`config.mk`:
```
export PLATFORM = sky130hd
export DESIGN_NAME = csc_cell
export DESIGN_NICKNAME = d
export VERILOG_FILES = /design/src/design/csc_pkg.sv /design/src/design/csc_cell.sv
export VERILOG_INCLUDE_DIRS = /design/src /design/src/design
export SDC_FILE = /design/constraint.sdc
export NUM_CORES = 1
export LEC_CHECK = 0
export ABC_AREA = 0
export ABC_CLOCK_PERIOD_IN_PS = 16900
export BUFFER_PORTS_ARGS = -buffer_cell sky130_fd_sc_hd__clkbuf_2
export CORE_MARGIN = 2
export CORE_UTILIZATION = 45
export CTS_CLUSTER_SIZE = 30
export DETAILED_ROUTE_END_ITERATION = 10
export GPL_ROUTABILITY_DRIVEN = 0
export GPL_TIMING_DRIVEN = 0
export PLACE_DENSITY = 0.68
export SYNTH_ARGS = -nofsm -noshare
export SYNTH_HDL_FRONTEND = slang
export SYNTH_SLANG_ARGS = --single-unit
```
`constraint.sdc`:
```
create_clock -name clk -period 16.9 [get_ports clk]
set_input_delay 0.845 -clock clk [delete_from_list [all_inputs] [get_ports clk]]
set_output_delay 0.845 -clock clk [all_outputs]
set_load 0.05 [all_outputs]
```
`src/design/assert_macros.svh`:
```
// Assertion macros shared by the CORDIC sine/cosine RTL.
// Needs a clock named clk and an active-low reset named rst_n in scope.
`ifndef ASSERT_MACROS_SVH
`define ASSERT_MACROS_SVH

// Check outside reset only.
`define CSC_ASSERT(lbl, prop, msg) \
  lbl: assert property (@(posedge clk) disable iff (!rst_n) prop) else $error(msg);

// Check at every edge, reset included.
`define CSC_ASSERT_ALWAYS(lbl, prop, msg) \
  lbl: assert property (@(posedge clk) prop) else $error(msg);

`endif

```
`src/design/csc_pkg.sv`:
```
// Package for the CORDIC sine/cosine unit: format constants, stage data type
// and the arctangent/gain table. No dependencies.
package csc_pkg;

  localparam int FRAC_BITS  = 16;
  localparam int ITERATIONS = 16;
  localparam int DATA_W     = 32;
  localparam int SHIFT_W    = (ITERATIONS > 1) ? $clog2(ITERATIONS) : 1;

  localparam logic [63:0] DEC_SCALE = 64'd10000000000;

  // Decimal fraction scaled by 10^10, floored to FRAC_BITS fractional bits.
  function automatic logic [DATA_W-1:0] to_fixed(input logic [63:0] dec);
    logic [63:0] scaled;
    scaled = (dec << FRAC_BITS) / DEC_SCALE;
    return scaled[DATA_W-1:0];
  endfunction

  function automatic logic [DATA_W-1:0] atan_fix(input int idx);
    logic [63:0] dec;
    case (idx)
      0:       dec = 64'd7853981600;
      1:       dec = 64'd4636476100;
      2:       dec = 64'd2449786600;
      3:       dec = 64'd1243549900;
      4:       dec = 64'd624188100;
      5:       dec = 64'd312398300;
      6:       dec = 64'd156237300;
      7:       dec = 64'd78123400;
      8:       dec = 64'd39062300;
      9:       dec = 64'd19531200;
      10:      dec = 64'd9765600;
      11:      dec = 64'd4882800;
      12:      dec = 64'd2441400;
      13:      dec = 64'd1220700;
      14:      dec = 64'd610400;
      15:      dec = 64'd305200;
      default: dec = 64'd0;
    endcase
    return to_fixed(dec);
  endfunction

  localparam logic [DATA_W-1:0] GAIN_FIX = to_fixed(64'd6072529350);

  typedef struct packed {
    logic [DATA_W-1:0] x;
    logic [DATA_W-1:0] y;
    logic [DATA_W-1:0] z;
    logic [DATA_W-1:0] theta;
  } csc_data_t;

endpackage

```
`src/design/csc_cell.sv`:
```
// One CORDIC micro-rotation with its own pipeline register and handshake.
// Depends on csc_pkg and assert_macros.svh.
`include "assert_macros.svh"

module csc_cell
  import csc_pkg::*;
(
  input  logic                clk,
  input  logic                rst_n,
  input  logic [SHIFT_W-1:0]  shift_amt,
  input  logic [DATA_W-1:0]   atan_val,
  input  logic                in_valid,
  input  csc_data_t           in_data,
  output logic                in_stall,
  output logic                out_valid,
  output csc_data_t           out_data,
  input  logic                out_stall
);

  logic        valid_r;
  logic        valid_nxt;
  csc_data_t   data_r;
  csc_data_t   data_nxt;
  logic        advance;
  logic        rot_pos;
  logic [DATA_W-1:0] xs;
  logic [DATA_W-1:0] ys;

  // Advance when empty or when the neighbor takes our item.
  assign advance  = !valid_r || !out_stall;
  assign in_stall = !advance;

  always_comb begin
    rot_pos = $signed(in_data.theta) > $signed(in_data.z);
    xs      = DATA_W'($signed(in_data.x) >>> shift_amt);
    ys      = DATA_W'($signed(in_data.y) >>> shift_amt);
    data_nxt.theta = in_data.theta;
    if (rot_pos) begin
      data_nxt.x = in_data.x - ys;
      data_nxt.y = in_data.y + xs;
      data_nxt.z = in_data.z + atan_val;
    end else begin
      data_nxt.x = in_data.x + ys;
      data_nxt.y = in_data.y - xs;
      data_nxt.z = in_data.z - atan_val;
    end
  end

  assign valid_nxt = advance ? in_valid : valid_r;

  always_ff @(posedge clk) begin
    if (!rst_n) begin
      valid_r <= 1'b0;
    end else begin
      valid_r <= valid_nxt;
    end
  end

  always_ff @(posedge clk) begin
    if (advance && in_valid) begin
      data_r <= data_nxt;
    end
  end

  assign out_valid = valid_r;
  assign out_data  = data_r;

  `CSC_ASSERT_ALWAYS(a_reset_empties, !rst_n |=> !valid_r, "cell not empty after reset")
  `CSC_ASSERT(a_hold_on_stall, (valid_r && out_stall) |=> (valid_r && $stable(data_r)), "stalled item lost or changed")
  `CSC_ASSERT(a_take_lands, (in_valid && !in_stall) |=> valid_r, "accepted item dropped")

endmodule

```
; ---- After elaboration in Yosys (flattened, before gate mapping)
; Cells that the tools add are included.
[op_classes]
n_shift = 2
muxes = 1
order_cmp = 1
n_addsub = 6
n_reduce_logical = 5
[op_table]
columns = op, count
row1 = 32-bit adder, 3
row2 = 96-bit 2-to-1 mux, 1
row3 = 32-bit subtractor, 3
row4 = 32-bit by 4-bit >>> shifter with 32-bit output, 2
row5 = 32-bit greater-than comparator, 1
row6 = 1-bit zero test, 3
row7 = 1-bit logical AND, 1
row8 = 1-bit logical OR, 1
[word_totals]
out_inout_bits = 130
word_cells = 20
register_bits = 129
inputBits = 168

; ---- Longest topological paths before layout
[depth]
word_depth = 3
ltp_mapped = 27
ltp_nobuf = 23

; ---- Least setup slack after synthesis
; No wires, ideal clock.
[synth_timing]
path_type = input to register
start = input out_stall
end = register data_r (netlist bit out_data[0]), enable pin
cell_stages = 2
n_path_buf = 0
setup_slack_ns = 9.412
t_required_ns = 16.271
arrival_time_ns = 6.859
setup_time_ns = 0.629
path_cell_list = and2_1 > nor2b_1
[synth_between]
elab_chain_cells = 3
[synth_lines]
columns = item, line_no
row1 = from (decl), csc_cell.sv:17  ; input logic out_stall
row2 = 1-bit zero test, csc_cell.sv:30  ; assign advance = !valid_r || !out_stall;
row3 = 1-bit logical OR, csc_cell.sv:30
row4 = 1-bit logical AND, csc_cell.sv:60  ; if (advance && in_valid) begin
row5 = to (signal assigned), csc_cell.sv:61  ; data_r <= data_nxt;
row6 = to (decl), csc_cell.sv:22  ; csc_data_t data_r;
; No other way between the ends.
; A chain may end at the register's enable or synchronous reset.

==> impl_metrics.py <==
metrics = {
    "global_route": {
        "antenna_found_initial": 0,
        "grt_max_degree": 36,
        "grt_pass1_wl_mm": 75.9,
        "gr-usage-met3_pct": 5.87,
        "use_met2_pct": 50.8,
        "grt_usage_pct": 29.0,
        "grt_pass1_vias": 14000,
        "overflow": 0,
        "use_met1_pct": 33.6,
        "busiest_layer": "met2",
    },
    "clock_network": {
        "cts_tree": "done",
        "root_buffer": "clkbuf_16",
        "cts_resized": 0,
        "clockBufferDepth": 2,
        "ctsHoldBuffers": 0,
        "cts_max_level": 4,
        "clkSinkCount": 129,
        "cts.clk_slew.worst_paths_ps": 70,
        "cts-buffers-inserted": 17,
        "clk_latency_ps": 440,
        "post_cts_buffers": 0,
    },
    "setup_path": {
        "critical_path_class": "input port to flip-flop",
        "cp-end-kind": "flip-flop",
        "cp.arrival_ps": 8220,
        "worstPathMaxFanout": 10,
        "start_kind": "input port",
        "cp.required_ps": 17100,
    },
    "floorplan": {
        "initial_core_util_pct": 45.7,
        "fp.dieW_um": 185,
        "die-area_um2": 34400,
        "dieHeight_um": 185,
        "ioPinCount": 298,
        "core_um2": 32500,
        "core.rowCount": 66,
    },
    "sta": {
        "min_period_ps": 8020,
        "finalClockSkew_ps": 8.45,
        "hold_violations": 0,
        "slew_violations": 0,
        "tns_ps": 0,
        "timing.final.crit_share_pct": 47.4,
        "tightest_slew_ps": 932,
        "fmax_ghz": 0.125,
        "rsz0062_at_grt": "no",
        "whs_ps": 601,
        "slew_headroom_pct": 37.8,
        "setup_violations": 0,
    },
    "detailed_routing": {
        "wl_mm": 50.3,
        "drt_iter0_drc": 1299,
        "ant_nets": 0,
        "dr_total_vias": 14200,
        "first_pass_iters": 7,
        "drc_errors": 0,
        "vias_per_cell": 6.04,
        "wire_per_inst_um": 21.4,
    },
    "layout": {
        "fillCellCount": 2994,
        "insertedDiodeCount": 0,
        "instances_no_fill": 2346,
        "drive_gt1_share_pct": 24.9,
        "final_cell_area_um2": 17500,
        "seqCellArea_um2": 3860,
        "nNetsFinal": 2193,
        "multi_input_area_um2": 10300,
        "areaGrowthSynthToFinish_pct": 18.2,
    },
    "placement": {
        "dpl.cell_count": 2314,
        "post_dp_cell_area_um2": 16900,
        "numPortBuffers": 295,
        "dp_hpwl_mm": 39.7,
    },
    "logic_synthesis": {
        "synthTopCellsByArea": "edfxtp_1 26%, ha_1 11%, mux4_2 9.7%",
        "seq_area_frac_synth_pct": 26.1,
        "synth_top_cell_area_share_pct": 25.9,
        "ys.flop_type": "edfxtp_1",
        "synth.largest_area_cell": "edfxtp_1",
        "yosys_warnings": 0,
        "syn_area_um2": 14800,
        "avgSynthCellArea_um2": 9.42,
        "syn_inst": 1573,
        "ys_ff_latch": 129,
        "synth_edf_count": 128,
        "syn-num-nets": 1875,
        "async_flop_share_pct": 0,
        "synth_cell_type_count": 84,
    },
    "worst_hold_path": {
        "hp-class": "input port to flip-flop",
    },
    "outcome": {
        "status": "finished clean",
    },
    "pwr": {
        "p_per_area_nw_per_um2": 117,
        "ir_drop_mv": 0.0713,
        "leakage_uw": 0.00776,
        "power_uw": 2040,
    },
    "flow_run": {
        "maxCapViolCount": 0,
    },
}
==> critical path, stage by stage <==
cell and delay [ps]:
clkbuf_2 150, inv_1 60, ha_1 290, nand4_1 140, nor3_1 580, o21ai_0 360
o211ai_1 250, a21oi_1 180, mux2_2 420, clkbuf_1 660, clkbuf_1 730, o41ai_1 220
xor2_1 190, ha_1 400, nand3_1 190, or3_1 430, a311oi_1 570, o21ai_0 280
a311oi_1 510, o2111ai_1 220, a31oi_1 230, o21a_1 140, nor2_1 50, xnor2_1 120
==> worst paths after layout <==
check             cells after the start         from      endpoint  slack, ps
hold / removal                        1   in_data[4]   out_data[4]        600
setup reg to reg                      4    out_valid  out_data[29]      15200
hold reg to reg                       2    out_valid     out_valid        670
setup / recovery                     24  in_data[46]  out_data[62]       8880
==> routing by layer <==
metal | wire (um) | vias to the layer above | part of all wire, %
met1 | 18700 | 6656 | 37
met5 | 0 | - | 0
li1 | - | 6523 | -
met4 | 2600 | 0 | 5.2
met3 | 4810 | 167 | 9.6
met2 | 24100 | 830 | 48
==> metrics by stage <==
step / worst slack [ps] / util, %
floorplan: 9410 / -
global placement: 6790 / 51.9
detailed placement: 8390 / 52.2
CTS: 8850 / 54.0
global route: 8640 / 54.0
finish: 8880 / 54.0
==> logic make-up (layout without fill, tap and decap cells) <==
group | count (synthesis) | in the layout | synth area share, %
xor gates and xnor gates | 173 | 173 | 10.3
AOI/OAI and AO/OA | 415 | 415 | 17.6
and+or+nand+nor | 428 | 428 | 13.9
DFF | 129 | 129 | 26.1
muxes | 151 | 151 | 16.3
adders and majority gates | 134 | 134 | 11.5
buffers and inverters | 143 | 474 | 4.37
==> Yosys cell counts, types with 18 or more instances <==
cell type	count
mux4_2	64
o21ai_0	85
and3_1	18
a21o_1	48
nor3_1	22
nand2_1	145
o21a_1	29
mux2i_1	57
nand3_1	21
inv_1	82
nor2_1	112
edfxtp_1	128
nand4_1	20
ha_1	131
mux2_2	25
clkbuf_1	23
xor2_1	67
a21oi_1	132
a31oi_1	21
xnor2_1	105
==> power breakdown <==
part / leakage (uW) / total (uW) / switching [uW] / internal (uW)
sequential: 0.00125 / 495 / 20.8 / 474
clock: 0.000276 / 375 / 169 / 207
combinational: 0.00624 / 1170 / 769 / 404
==> state kept, by name, summed over array words and instances (netlist names) <==
register / flops
out_valid: 1
out_data: 128
==> cell usage in the layout, fill, tap and decap left out, types with 57 or more instances in the layout <==
cell type  synthesis  final
a21oi_1          132    132
clkbuf_2           0    295
edfxtp_1         128    128
ha_1             131    131
inv_1             82     82
mux2i_1           57     57
mux4_2            64     64
nand2_1          145    145
nor2_1           112    112
o21ai_0           85     85
xnor2_1          105    105
xor2_1            67     67
==> cell type report <==
class | instances | share of cell area [%]
multi-input combinational | 1301 | 58.9
sequential | 129 | 22.1
timing repair buffer | 299 | 8.93
tap | 442 | 3.16
clock buffer | 17 | 2.43
buffer | 58 | 1.87
inverter | 85 | 1.82
clock inverter | 15 | 0.857
No activity file was read; power rests on OpenSTA's default activity.
